--- config.mk ---
export PLATFORM = sky130hd
export DESIGN_NAME = group_quantized_dot_product_flat
export DESIGN_NICKNAME = d
export VERILOG_FILES = /design/src/hdl/gqdp_pkg.sv /design/src/hdl/gqdp_req_if.sv /design/src/hdl/gqdp_rsp_if.sv /design/src/hdl/gqdp_front.sv /design/src/hdl/gqdp_back.sv /design/src/hdl/group_quantized_dot_product.sv /design/src/flat_wrapper.sv
export SDC_FILE = /design/constraint.sdc
export NUM_CORES = 2
export LEC_CHECK = 0
export BUFFER_PORTS_ARGS = -buffer_cell sky130_fd_sc_hd__buf_2
export CAP_MARGIN = 20
export CELL_PAD_IN_SITES_DETAIL_PLACEMENT = 0
export CELL_PAD_IN_SITES_GLOBAL_PLACEMENT = 2
export CORE_MARGIN = 4
export CORE_UTILIZATION = 41
export DETAILED_ROUTE_END_ITERATION = 7
export PLACE_DENSITY = 0.82
export SYNTH_ARGS = -nofsm -noshare
export SYNTH_HDL_FRONTEND = slang
export SYNTH_SLANG_ARGS = --single-unit
--- constraint.sdc ---
create_clock -name clock -period 15.4 [get_ports clock]
set_input_delay 0.77 -clock clock [delete_from_list [all_inputs] [get_ports clock]]
set_output_delay 0.77 -clock clock [all_outputs]
set_load 0.02 [all_outputs]
--- src/hdl/gqdp_pkg.sv ---
// ----------------------------------------------------------------------------
// gqdp_pkg: shared types, constants and binary32 helpers
// Item and queue types, configuration indexes, and the staged binary32
// multiply, add and round functions used by the back end.
// ----------------------------------------------------------------------------
package gqdp_pkg;

   localparam logic [3:0]  NIBBLE_MASK = 4'hF;
   localparam logic [31:0] CANON_NAN   = 32'h7FC0_0000;
   localparam logic [31:0] POS_ZERO    = 32'h0000_0000;
   localparam int          QUEUE_DEPTH = 2;
   localparam int          QPTR_W      = $clog2(QUEUE_DEPTH);
   localparam int          QCNT_W      = $clog2(QUEUE_DEPTH + 1);
   localparam int          MANT_W      = 50;

   // configuration register indexes
   localparam logic CSR_CODE_WIDTH_MODE     = 1'b0;
   localparam logic CSR_COLUMN_SCALE_ENABLE = 1'b1;

   typedef enum logic [1:0] {
      ST_IDLE,
      ST_ISSUE,
      ST_ROUND
   } back_state_type;

   typedef enum logic [1:0] {
      OP_GROUP,
      OP_COLUMN,
      OP_ACT,
      OP_ACC
   } op_type;

   // one decoded item as it sits in the queue
   typedef struct packed {
      logic [31:0] activation;
      logic [31:0] code_fp;
      logic [15:0] group_scale;
      logic [15:0] column_scale;
      logic        column_en;
      logic        last_in_row;
   } entry_type;

   // queue head as seen by the back end
   typedef struct packed {
      logic      valid;
      entry_type head;
   } queue_head_type;

   // unrounded result: value = mant * 2^(exp - 127 - 48)
   typedef struct packed {
      logic               special;
      logic [31:0]        spec_val;
      logic               sign;
      logic signed [11:0] exp;
      logic [MANT_W-1:0]  mant;
   } op_mid_type;

   // exact conversion of a signed 8-bit code to binary32
   function automatic logic [31:0] code_to_fp(input logic [7:0] code);
      logic        sgn;
      logic [7:0]  mag;
      logic [2:0]  p;
      logic [31:0] tmp;
      sgn = code[7];
      mag = sgn ? 8'(-code) : code;
      p   = 3'd0;
      for (int i = 0; i < 8; i++) begin
         if (mag[i]) begin
            p = 3'(i);
         end
      end
      tmp = 32'(mag) << (5'd23 - {2'b00, p});
      if (mag == 8'd0) begin
         return POS_ZERO;
      end
      return {sgn, 8'(8'd127 + {5'b0, p}), tmp[22:0]};
   endfunction

   function automatic logic [31:0] bf16_widen(input logic [15:0] v);
      return {v, 16'h0000};
   endfunction

   // multiply, first half: specials and mantissa product
   function automatic op_mid_type fp_mul_pre(input logic [31:0] a, input logic [31:0] b);
      op_mid_type m;
      logic       a_nan, b_nan, a_inf, b_inf, a_zero, b_zero, s;
      logic [7:0] ea, eb;
      logic [23:0] ma, mb;
      a_nan  = (a[30:23] == 8'hFF) && (a[22:0] != 23'd0);
      b_nan  = (b[30:23] == 8'hFF) && (b[22:0] != 23'd0);
      a_inf  = (a[30:23] == 8'hFF) && (a[22:0] == 23'd0);
      b_inf  = (b[30:23] == 8'hFF) && (b[22:0] == 23'd0);
      a_zero = (a[30:0] == 31'd0);
      b_zero = (b[30:0] == 31'd0);
      s      = a[31] ^ b[31];
      ea     = (a[30:23] == 8'd0) ? 8'd1 : a[30:23];
      eb     = (b[30:23] == 8'd0) ? 8'd1 : b[30:23];
      ma     = {a[30:23] != 8'd0, a[22:0]};
      mb     = {b[30:23] != 8'd0, b[22:0]};
      m.special  = 1'b0;
      m.spec_val = POS_ZERO;
      m.sign     = s;
      m.exp      = $signed({4'b0, ea}) + $signed({4'b0, eb}) - 12'sd127;
      m.mant     = {48'(ma * mb), 2'b00};
      if (a_nan || b_nan || (a_inf && b_zero) || (b_inf && a_zero)) begin
         m.special  = 1'b1;
         m.spec_val = CANON_NAN;
      end else if (a_inf || b_inf) begin
         m.special  = 1'b1;
         m.spec_val = {s, 8'hFF, 23'd0};
      end else if (a_zero || b_zero) begin
         m.special  = 1'b1;
         m.spec_val = {s, 31'd0};
      end
      return m;
   endfunction

   // add, first half: specials, alignment with sticky, add or subtract
   function automatic op_mid_type fp_add_pre(input logic [31:0] a, input logic [31:0] b);
      op_mid_type        m;
      logic              a_nan, b_nan, a_inf, b_inf, swap;
      logic [31:0]       big, sml;
      logic [7:0]        eb_big, eb_sml, d;
      logic [MANT_W-1:0] mbig, msml, shf, mask;
      logic              stk;
      a_nan  = (a[30:23] == 8'hFF) && (a[22:0] != 23'd0);
      b_nan  = (b[30:23] == 8'hFF) && (b[22:0] != 23'd0);
      a_inf  = (a[30:23] == 8'hFF) && (a[22:0] == 23'd0);
      b_inf  = (b[30:23] == 8'hFF) && (b[22:0] == 23'd0);
      swap   = (b[30:0] > a[30:0]);
      big    = swap ? b : a;
      sml    = swap ? a : b;
      eb_big = (big[30:23] == 8'd0) ? 8'd1 : big[30:23];
      eb_sml = (sml[30:23] == 8'd0) ? 8'd1 : sml[30:23];
      d      = eb_big - eb_sml;
      mbig   = {1'b0, big[30:23] != 8'd0, big[22:0], 25'd0};
      msml   = {1'b0, sml[30:23] != 8'd0, sml[22:0], 25'd0};
      if (d >= 8'(MANT_W)) begin
         shf = '0;
         stk = (msml != '0);
      end else begin
         mask = (MANT_W'(1) << d) - MANT_W'(1);
         shf  = msml >> d;
         stk  = |(msml & mask);
      end
      shf = shf | MANT_W'(stk);
      m.special  = 1'b0;
      m.spec_val = POS_ZERO;
      m.sign     = big[31];
      m.exp      = $signed({4'b0, eb_big});
      m.mant     = (a[31] == b[31]) ? (mbig + shf) : (mbig - shf);
      if (a_nan || b_nan || (a_inf && b_inf && (a[31] != b[31]))) begin
         m.special  = 1'b1;
         m.spec_val = CANON_NAN;
      end else if (a_inf || b_inf) begin
         m.special  = 1'b1;
         m.spec_val = a_inf ? a : b;
      end else if ((a[30:0] == 31'd0) && (b[30:0] == 31'd0)) begin
         m.special  = 1'b1;
         m.spec_val = {a[31] & b[31], 31'd0};
      end else if (m.mant == '0) begin
         m.special  = 1'b1;
         m.spec_val = POS_ZERO;
      end
      return m;
   endfunction

   // second half: normalize, denormalize if tiny, round to nearest even
   function automatic logic [31:0] fp_round(input op_mid_type m);
      logic [5:0]         lz;
      logic [MANT_W-1:0]  mn, mn2, mask;
      logic signed [11:0] e, sh;
      logic [11:0]        e_use;
      logic               stk, g, st, inc;
      logic [23:0]        m24;
      logic [24:0]        m25;
      logic [7:0]         ef;
      lz = 6'd0;
      for (int i = 0; i < MANT_W; i++) begin
         if (m.mant[i]) begin
            lz = 6'(MANT_W - 1 - i);
         end
      end
      mn    = m.mant << lz;
      e     = m.exp - $signed({6'b0, lz}) + 12'sd1;
      e_use = 12'(e);
      mn2   = mn;
      stk   = 1'b0;
      if (e <= 12'sd0) begin
         sh    = 12'sd1 - e;
         e_use = 12'd1;
         if (sh >= 12'(MANT_W)) begin
            mn2 = '0;
            stk = 1'b1;
         end else begin
            mask = (MANT_W'(1) << sh[5:0]) - MANT_W'(1);
            mn2  = mn >> sh[5:0];
            stk  = |(mn & mask);
         end
      end
      m24 = mn2[MANT_W-1:MANT_W-24];
      g   = mn2[MANT_W-25];
      st  = (|mn2[MANT_W-26:0]) | stk;
      inc = g & (st | m24[0]);
      m25 = {1'b0, m24} + 25'(inc);
      if (m25[24]) begin
         m24   = m25[24:1];
         e_use = e_use + 12'd1;
      end else begin
         m24 = m25[23:0];
      end
      ef = m24[23] ? e_use[7:0] : 8'd0;
      if (m.special) begin
         return m.spec_val;
      end
      if (e_use >= 12'd255) begin
         return {m.sign, 8'hFF, 23'd0};
      end
      return {m.sign, ef, m24[22:0]};
   endfunction

   function automatic logic [31:0] canon_nan(input logic [31:0] v);
      if ((v[30:23] == 8'hFF) && (v[22:0] != 23'd0)) begin
         return CANON_NAN;
      end
      return v;
   endfunction

endpackage

--- src/hdl/gqdp_req_if.sv ---
// ----------------------------------------------------------------------------
// gqdp_req_if: input item channel
// Valid/ready channel carrying one row element.
// ----------------------------------------------------------------------------
interface gqdp_req_if;
   logic        valid;
   logic        ready;
   logic [31:0] activation;
   logic [7:0]  weight_byte;
   logic        nibble_select;
   logic [15:0] group_scale;
   logic [15:0] column_scale;
   logic        last_in_row;

   modport source (output valid, activation, weight_byte, nibble_select, group_scale,
                   column_scale, last_in_row, input ready);
   modport sink   (input valid, activation, weight_byte, nibble_select, group_scale,
                   column_scale, last_in_row, output ready);
endinterface

--- src/hdl/gqdp_rsp_if.sv ---
// ----------------------------------------------------------------------------
// gqdp_rsp_if: result item channel
// Valid/ready channel carrying one finished row sum.
// ----------------------------------------------------------------------------
interface gqdp_rsp_if;
   logic        valid;
   logic        ready;
   logic [31:0] row_sum;

   modport source (output valid, row_sum, input ready);
   modport sink   (input valid, row_sum, output ready);
endinterface

--- src/hdl/gqdp_front.sv ---
// ----------------------------------------------------------------------------
// gqdp_front: configuration, code decode and item queue
// Holds the mode registers, turns the weight byte into a binary32 code and
// queues decoded items for the back end.
// ----------------------------------------------------------------------------
module gqdp_front
   import gqdp_pkg::*;
(
   input  logic           clock,
   input  logic           reset,
   gqdp_req_if.sink       req_if,
   input  logic           csr_we,
   input  logic           csr_index,
   input  logic           csr_wdata,
   output queue_head_type q_head,
   input  logic           q_pop
);

   logic              mode_ff, mode_in;
   logic              col_en_ff, col_en_in;
   entry_type         mem_ff [QUEUE_DEPTH];
   logic [QPTR_W-1:0] wr_ptr_ff, wr_ptr_in, rd_ptr_ff, rd_ptr_in;
   logic [QCNT_W-1:0] count_ff, count_in;
   logic              push;
   logic [3:0]        nib;
   logic [7:0]        code;
   entry_type         entry;

   assign req_if.ready = (count_ff != QCNT_W'(QUEUE_DEPTH));
   assign push         = req_if.valid && req_if.ready;

   always_comb begin
      nib   = (req_if.nibble_select ? req_if.weight_byte[7:4] : req_if.weight_byte[3:0])
              & NIBBLE_MASK;
      code  = mode_ff ? {{4{nib[3]}}, nib} : req_if.weight_byte;
      entry = '{activation:   req_if.activation,
                code_fp:      code_to_fp(code),
                group_scale:  req_if.group_scale,
                column_scale: req_if.column_scale,
                column_en:    col_en_ff,
                last_in_row:  req_if.last_in_row};
   end

   always_comb begin
      mode_in   = mode_ff;
      col_en_in = col_en_ff;
      if (csr_we) begin
         unique case (csr_index)
            CSR_CODE_WIDTH_MODE:     mode_in   = csr_wdata;
            CSR_COLUMN_SCALE_ENABLE: col_en_in = csr_wdata;
            default:                 mode_in   = mode_ff;
         endcase
      end
      wr_ptr_in = push  ? wr_ptr_ff + QPTR_W'(1) : wr_ptr_ff;
      rd_ptr_in = q_pop ? rd_ptr_ff + QPTR_W'(1) : rd_ptr_ff;
      count_in  = count_ff + QCNT_W'(push) - QCNT_W'(q_pop);
   end

   assign q_head.valid = (count_ff != '0);
   assign q_head.head  = mem_ff[rd_ptr_ff];

   always_ff @(posedge clock) begin
      if (reset) begin
         mode_ff   <= 1'b0;
         col_en_ff <= 1'b0;
         wr_ptr_ff <= '0;
         rd_ptr_ff <= '0;
         count_ff  <= '0;
      end else begin
         mode_ff   <= mode_in;
         col_en_ff <= col_en_in;
         wr_ptr_ff <= wr_ptr_in;
         rd_ptr_ff <= rd_ptr_in;
         count_ff  <= count_in;
      end
   end

   always_ff @(posedge clock) begin
      if (push) begin
         mem_ff[wr_ptr_ff] <= entry;
      end
   end

endmodule

--- src/hdl/gqdp_back.sv ---
// ----------------------------------------------------------------------------
// gqdp_back: binary32 sequencer and accumulator
// Runs each item through a shared two-stage multiply/add unit and keeps the
// row accumulator; finished sums go to an output register.
// ----------------------------------------------------------------------------
module gqdp_back
   import gqdp_pkg::*;
(
   input  logic           clock,
   input  logic           reset,
   input  queue_head_type q_head,
   output logic           q_pop,
   output logic           out_valid,
   output logic [31:0]    out_data,
   input  logic           out_ready
);

   back_state_type state_ff, state_in;
   op_type         op_ff, op_in;
   entry_type      item_ff, item_in;
   op_mid_type     mid_ff, mid_in;
   logic [31:0]    w_ff, w_in;
   logic [31:0]    acc_ff, acc_in;
   logic           out_valid_ff, out_valid_in;
   logic [31:0]    out_data_ff, out_data_in;
   logic [31:0]    rnd;

   assign out_valid = out_valid_ff;
   assign out_data  = out_data_ff;
   assign rnd       = fp_round(mid_ff);

   always_comb begin
      state_in     = state_ff;
      op_in        = op_ff;
      item_in      = item_ff;
      mid_in       = mid_ff;
      w_in         = w_ff;
      acc_in       = acc_ff;
      out_data_in  = out_data_ff;
      out_valid_in = out_valid_ff && !out_ready;
      q_pop        = 1'b0;
      unique case (state_ff)
         ST_IDLE: begin
            if (q_head.valid) begin
               q_pop    = 1'b1;
               item_in  = q_head.head;
               op_in    = OP_GROUP;
               state_in = ST_ISSUE;
            end
         end
         ST_ISSUE: begin
            unique case (op_ff)
               OP_GROUP:  mid_in = fp_mul_pre(bf16_widen(item_ff.group_scale), item_ff.code_fp);
               OP_COLUMN: mid_in = fp_mul_pre(w_ff, bf16_widen(item_ff.column_scale));
               OP_ACT:    mid_in = fp_mul_pre(item_ff.activation, w_ff);
               OP_ACC:    mid_in = fp_add_pre(acc_ff, w_ff);
               default:   mid_in = mid_ff;
            endcase
            state_in = ST_ROUND;
         end
         ST_ROUND: begin
            unique case (op_ff)
               OP_GROUP: begin
                  w_in     = rnd;
                  op_in    = item_ff.column_en ? OP_COLUMN : OP_ACT;
                  state_in = ST_ISSUE;
               end
               OP_COLUMN: begin
                  w_in     = rnd;
                  op_in    = OP_ACT;
                  state_in = ST_ISSUE;
               end
               OP_ACT: begin
                  w_in     = rnd;
                  op_in    = OP_ACC;
                  state_in = ST_ISSUE;
               end
               OP_ACC: begin
                  if (!item_ff.last_in_row) begin
                     acc_in   = rnd;
                     state_in = ST_IDLE;
                  end else if (!out_valid_ff || out_ready) begin
                     // hold here while the previous sum is still waiting
                     out_valid_in = 1'b1;
                     out_data_in  = canon_nan(rnd);
                     acc_in       = POS_ZERO;
                     state_in     = ST_IDLE;
                  end
               end
               default: state_in = ST_IDLE;
            endcase
         end
         default: state_in = ST_IDLE;
      endcase
   end

   always_ff @(posedge clock) begin
      if (reset) begin
         state_ff     <= ST_IDLE;
         op_ff        <= OP_GROUP;
         acc_ff       <= POS_ZERO;
         out_valid_ff <= 1'b0;
      end else begin
         state_ff     <= state_in;
         op_ff        <= op_in;
         acc_ff       <= acc_in;
         out_valid_ff <= out_valid_in;
      end
   end

   always_ff @(posedge clock) begin
      item_ff     <= item_in;
      mid_ff      <= mid_in;
      w_ff        <= w_in;
      out_data_ff <= out_data_in;
   end

endmodule

--- src/hdl/group_quantized_dot_product.sv ---
// ----------------------------------------------------------------------------
// group_quantized_dot_product: int4/int8 group-quantized binary32 dot product
// Streams the elements of one weight row, dequantizes each weight with its
// bf16 group scale (and optional column scale) and accumulates
// activation * weight in binary32, emitting the sum on the row's last item.
// ----------------------------------------------------------------------------
//
//   channel | direction | handshake        | payload
//   --------+-----------+------------------+------------------------------------
//   req_if  | in        | valid / ready    | activation, weight_byte,
//           |           |                  | nibble_select, group_scale,
//           |           |                  | column_scale, last_in_row
//   rsp_if  | out       | valid / ready    | row_sum
//   csr_*   | in        | csr_we only      | csr_index, csr_wdata
//
// In the back end an item is first popped from the queue; then the three
// multiplies (two without column scale) and the accumulate each pass, one
// after another, through one shared unpack/align stage followed by one
// normalize/round stage.
// The accumulate of an item needs the previous item's rounded sum.
// A two-entry queue takes items while the back end works; a held result in
// the output register stalls the back end only on the next row end.
// Reset is synchronous: clears modes, queue, accumulator (+0.0) and output.
//
module group_quantized_dot_product
   import gqdp_pkg::*;
(
   input  logic        clock,
   input  logic        reset,
   gqdp_req_if.sink    req_if,
   gqdp_rsp_if.source  rsp_if,
   input  logic        csr_we,
   input  logic        csr_index,
   input  logic        csr_wdata
);

   queue_head_type q_head;
   logic           q_pop;

   // front: modes, code decode, item queue
   gqdp_front u_front (
      .clock     (clock),
      .reset     (reset),
      .req_if    (req_if),
      .csr_we    (csr_we),
      .csr_index (csr_index),
      .csr_wdata (csr_wdata),
      .q_head    (q_head),
      .q_pop     (q_pop)
   );

   // back: binary32 arithmetic, accumulator, result register
   gqdp_back u_back (
      .clock     (clock),
      .reset     (reset),
      .q_head    (q_head),
      .q_pop     (q_pop),
      .out_valid (rsp_if.valid),
      .out_data  (rsp_if.row_sum),
      .out_ready (rsp_if.ready)
   );

endmodule

--- src/flat_wrapper.sv ---
// flat-port wrapper written by rule: the top's interface ports become plain ports
module group_quantized_dot_product_flat import gqdp_pkg::*;
  (clock, reset, csr_we, csr_index, csr_wdata, req_if_valid, req_if_activation, req_if_weight_byte, req_if_nibble_select, req_if_group_scale, req_if_column_scale, req_if_last_in_row, req_if_ready, rsp_if_valid, rsp_if_row_sum, rsp_if_ready);
  gqdp_req_if req_if_i ();
  gqdp_rsp_if rsp_if_i ();
  input  logic clock;
  input  logic reset;
  input  logic csr_we;
  input  logic csr_index;
  input  logic csr_wdata;
  input wire logic [$bits(req_if_i.valid)-1:0] req_if_valid;
  input wire logic [$bits(req_if_i.activation)-1:0] req_if_activation;
  input wire logic [$bits(req_if_i.weight_byte)-1:0] req_if_weight_byte;
  input wire logic [$bits(req_if_i.nibble_select)-1:0] req_if_nibble_select;
  input wire logic [$bits(req_if_i.group_scale)-1:0] req_if_group_scale;
  input wire logic [$bits(req_if_i.column_scale)-1:0] req_if_column_scale;
  input wire logic [$bits(req_if_i.last_in_row)-1:0] req_if_last_in_row;
  output wire logic [$bits(req_if_i.ready)-1:0] req_if_ready;
  output wire logic [$bits(rsp_if_i.valid)-1:0] rsp_if_valid;
  output wire logic [$bits(rsp_if_i.row_sum)-1:0] rsp_if_row_sum;
  input wire logic [$bits(rsp_if_i.ready)-1:0] rsp_if_ready;
  assign req_if_i.valid = req_if_valid;
  assign req_if_i.activation = req_if_activation;
  assign req_if_i.weight_byte = req_if_weight_byte;
  assign req_if_i.nibble_select = req_if_nibble_select;
  assign req_if_i.group_scale = req_if_group_scale;
  assign req_if_i.column_scale = req_if_column_scale;
  assign req_if_i.last_in_row = req_if_last_in_row;
  assign req_if_ready = req_if_i.ready;
  assign rsp_if_valid = rsp_if_i.valid;
  assign rsp_if_row_sum = rsp_if_i.row_sum;
  assign rsp_if_i.ready = rsp_if_ready;
  group_quantized_dot_product u_core (.clock(clock), .reset(reset), .req_if(req_if_i), .rsp_if(rsp_if_i), .csr_we(csr_we), .csr_index(csr_index), .csr_wdata(csr_wdata));
endmodule
==> flow_metrics.py <==
metrics = {
    "status": {
        "status": "complete, no violations",
    },
    "sta": {
        "final.period_utilization_pct": 87.4,
        "final-setup-viol-count": 0,
        "hold_viol_final": 0,
        "setup_tns_ps": 0,
        "timing.slew.headroom_pct": 10.4,
        "slew_violations": 0,
        "rsz0062_at_grt": "no",
        "fmax_mhz": 74.3,
        "worst_pin_slew_ps": 1340,
        "finalCriticalPeriod_ps": 13460,
        "finalClockSkew_ps": 36.0,
    },
    "hold_path": {
        "whs_path_depth": 1,
        "hold_end": "u_core.u_front.mem_ff[1][76]",
        "hold_start": "req_if_activation[10]",
        "worstHoldPathType": "in2reg",
    },
    "clock_network": {
        "clockBufferDepth": 3,
        "postCtsSetupBuffers": 0,
        "htreeDepth": 2,
        "cts_hold_buffers": 0,
        "cts_buffers": 47,
        "clk_latency_ps": 620,
        "numClockSinks": 441,
        "tritoncts": "yes",
        "cts_root_buf": "clkbuf_16",
        "clk_pin_slew_ps": 80,
        "cts_resized": 0,
    },
    "grt": {
        "gr-total-overflow": 0,
        "grt_usage_pct": 34.1,
        "grt_pass1_vias": 58500,
        "antenna_found_initial": 14,
        "grt_pass1_wl_um": 417000,
        "grt_start_max_net_pins": 73,
    },
    "logic_synthesis": {
        "netlist_area_mm2": 0.0651,
        "synth.most_common_cell": "nand2_1",
        "synth_top_area_share_pct": 20.2,
        "async_reset_ff_share_pct": 0,
        "ys_warn_count": 0,
        "avgSynthCellArea_um2": 8.53,
        "synth-seq-cells": 441,
        "synthTopCellsByArea": "fa_1 (20%), edfxtp_1 (18%), ha_1 (8.2%)",
        "yosys.area.top_type": "fa_1",
        "netlist_instances": 7640,
        "synth_top_flop_cell": "edfxtp_1",
        "ys_seq_area_share_pct": 19.7,
        "synth_cell_types": 124,
        "synth_edf_count": 398,
        "synthTopCellsByCount": "nand2_1 (981), inv_1 (872), fa_1 (656), nor2_1 (505), ha_1 (425)",
    },
    "setup_path": {
        "crit_type": "reg2reg",
        "startpoint_type": "flop",
        "cp-end-kind": "flop",
        "crit_slowest_cell": "edfxtp_1",
        "critical_path.most_common_cell": "a21oi_1",
        "cp_data_arrival_time_ps": 13870,
        "crit_buf_inv": 2,
        "critPathTopFamily": "compound AO/OA/AOI/OAI gates",
        "crit_required_ps": 15820,
        "r2r_cells": 50,
        "startpoint": "u_core.u_back.w_ff[21]",
        "r2r_setup_slack_ps": 1940,
        "r2r_start": "u_core.u_back.w_ff[21]",
        "cp_max_fo": 20,
        "critical_path_depth": 50,
        "r2r-end": "u_core.u_back.mid_ff[95]",
        "cp_slowest_stage_delay_ps": 720,
    },
    "run": {
        "drv_cap": 0,
    },
    "layout": {
        "area_growth_pct": 6.93,
        "final_cells": 9645,
        "drive_above_1_share_pct": 8.53,
        "fin_nets": 8694,
    },
    "floorplan": {
        "coreArea_mm2": 0.158,
        "dieArea_mm2": 0.165,
        "io_pins": 115,
        "fp.dieH_um": 407,
        "rows": 146,
        "initial_core_util_pct": 41.2,
        "die_w_um": 407,
    },
    "routing": {
        "routedWlPerCell_um": 29.8,
        "first_pass_iters": 6,
        "ant_nets": 0,
        "wl_met1_um": 125000,
        "avgViaCountPerCell": 6.31,
        "wl_um": 287000,
        "drc": 0,
        "met3_length_um": 29600,
        "drt_first_iter_violations": 7131,
        "highest_layer": "met5",
        "wl_met2_um": 120000,
        "vias": 60800,
    },
    "placed_design": {
        "gp_congestion": 1.05,
        "dp.cells": 9549,
        "place_hpwl_um": 225000,
        "port_buffers": 114,
    },
}
-- logic make-up (layout without fill, tap and decap cells) --
logic type	count (synthesis)	count (layout)	synth area share, %
buffers and inverters	1385	1291	8.23
muxes	249	249	4.33
xor gates and xnor gates	182	182	2.45
DFF	441	441	19.7
and+or+nand+nor	2596	2596	19.0
adders and majority gates	1081	1081	28.3
AOI/OAI and AO/OA	1705	1705	18.0
other	1	28	0.00576
-- worst max-delay path by stage --
stage and to:
2_1_floorplan u_core.u_back.out_data[22], 3_3_place_gp u_core.u_back.mid_ff[95], 3_5_place_dp u_core.u_back.mid_ff[95], 4_1_cts u_core.u_back.mid_ff[95], 5_1_grt u_core.u_back.mid_ff[95], 6_report u_core.u_back.mid_ff[95]
-- state kept, by name, summed over array words and instances, names as in the netlist, 2 cells and up --
name                     flops
u_core.u_back.acc_ff        32
u_core.u_back.state_ff       2
u_core.u_back.op_ff          2
u_core.u_back.w_ff          32
u_core.u_back.out_data      32
u_core.u_back.mid_ff        94
u_core.u_front.count_ff      2
u_core.u_back.item_ff       80
u_core.u_front.mem_ff      160
-- cell type report --
class | instances | area, um^2
Antenna cell | 4 | 10.0
Sequential cell | 441 | 12800
Timing Repair Buffer | 326 | 2150
Multi-Input combinational cell | 5837 | 47200
Clock buffer | 57 | 1230
Inverter | 879 | 3310
Clock inverter | 29 | 295
Tap cell | 2072 | 2590
Fill cell | 15800 | 88500
-- metal layers --
layer  GRT usage [%]  up-vias
li1                -    26400
met1            49.1    30700
met2            50.1     3207
met3            8.12      547
met4            11.8       10
met5               0        -
-- layout by cell type, fill, tap and decap left out, types with 42 or more instances in the layout --
cell	netlist	layout
o22ai_1	66	66
and2_1	317	317
o211ai_1	87	87
inv_1	872	872
dfxtp_1	43	42
edfxtp_1	398	398
ha_1	425	421
a22oi_1	102	102
nand2_1	981	981
clkbuf_16	0	47
fa_1	656	656
o21ai_0	284	283
nand4_1	78	78
nor3_1	166	163
nand2b_1	54	54
nor4_1	89	86
a21o_1	73	73
a21oi_1	374	374
nor2_1	505	501
o31ai_1	55	55
buf_4	7	205
buf_2	41	117
xor2_1	59	57
xnor2_1	123	117
mux2i_1	129	129
a221oi_1	44	43
a31oi_1	79	79
a211oi_1	81	79
nand3_1	175	175
mux2_2	101	101
-- metrics by stage --
step | cell area [um^2] | hold slack [ps] | util (%) | worst slack, ps
after floorplan | 65200 | 425 | - | 4190
after global placement | 68000 | 453 | 43.0 | 2210
after detailed placement | 68100 | 468 | 43.0 | 2410
after CTS | 69600 | 308 | 44.0 | 2300
after global routing | 69600 | 311 | 44.0 | 961
final | 69600 | 339 | 44.0 | 1940
Power is left out: the tool's default activity adds up to more than one toggle a clock period on the data nets, which glitch-free logic cannot reach.
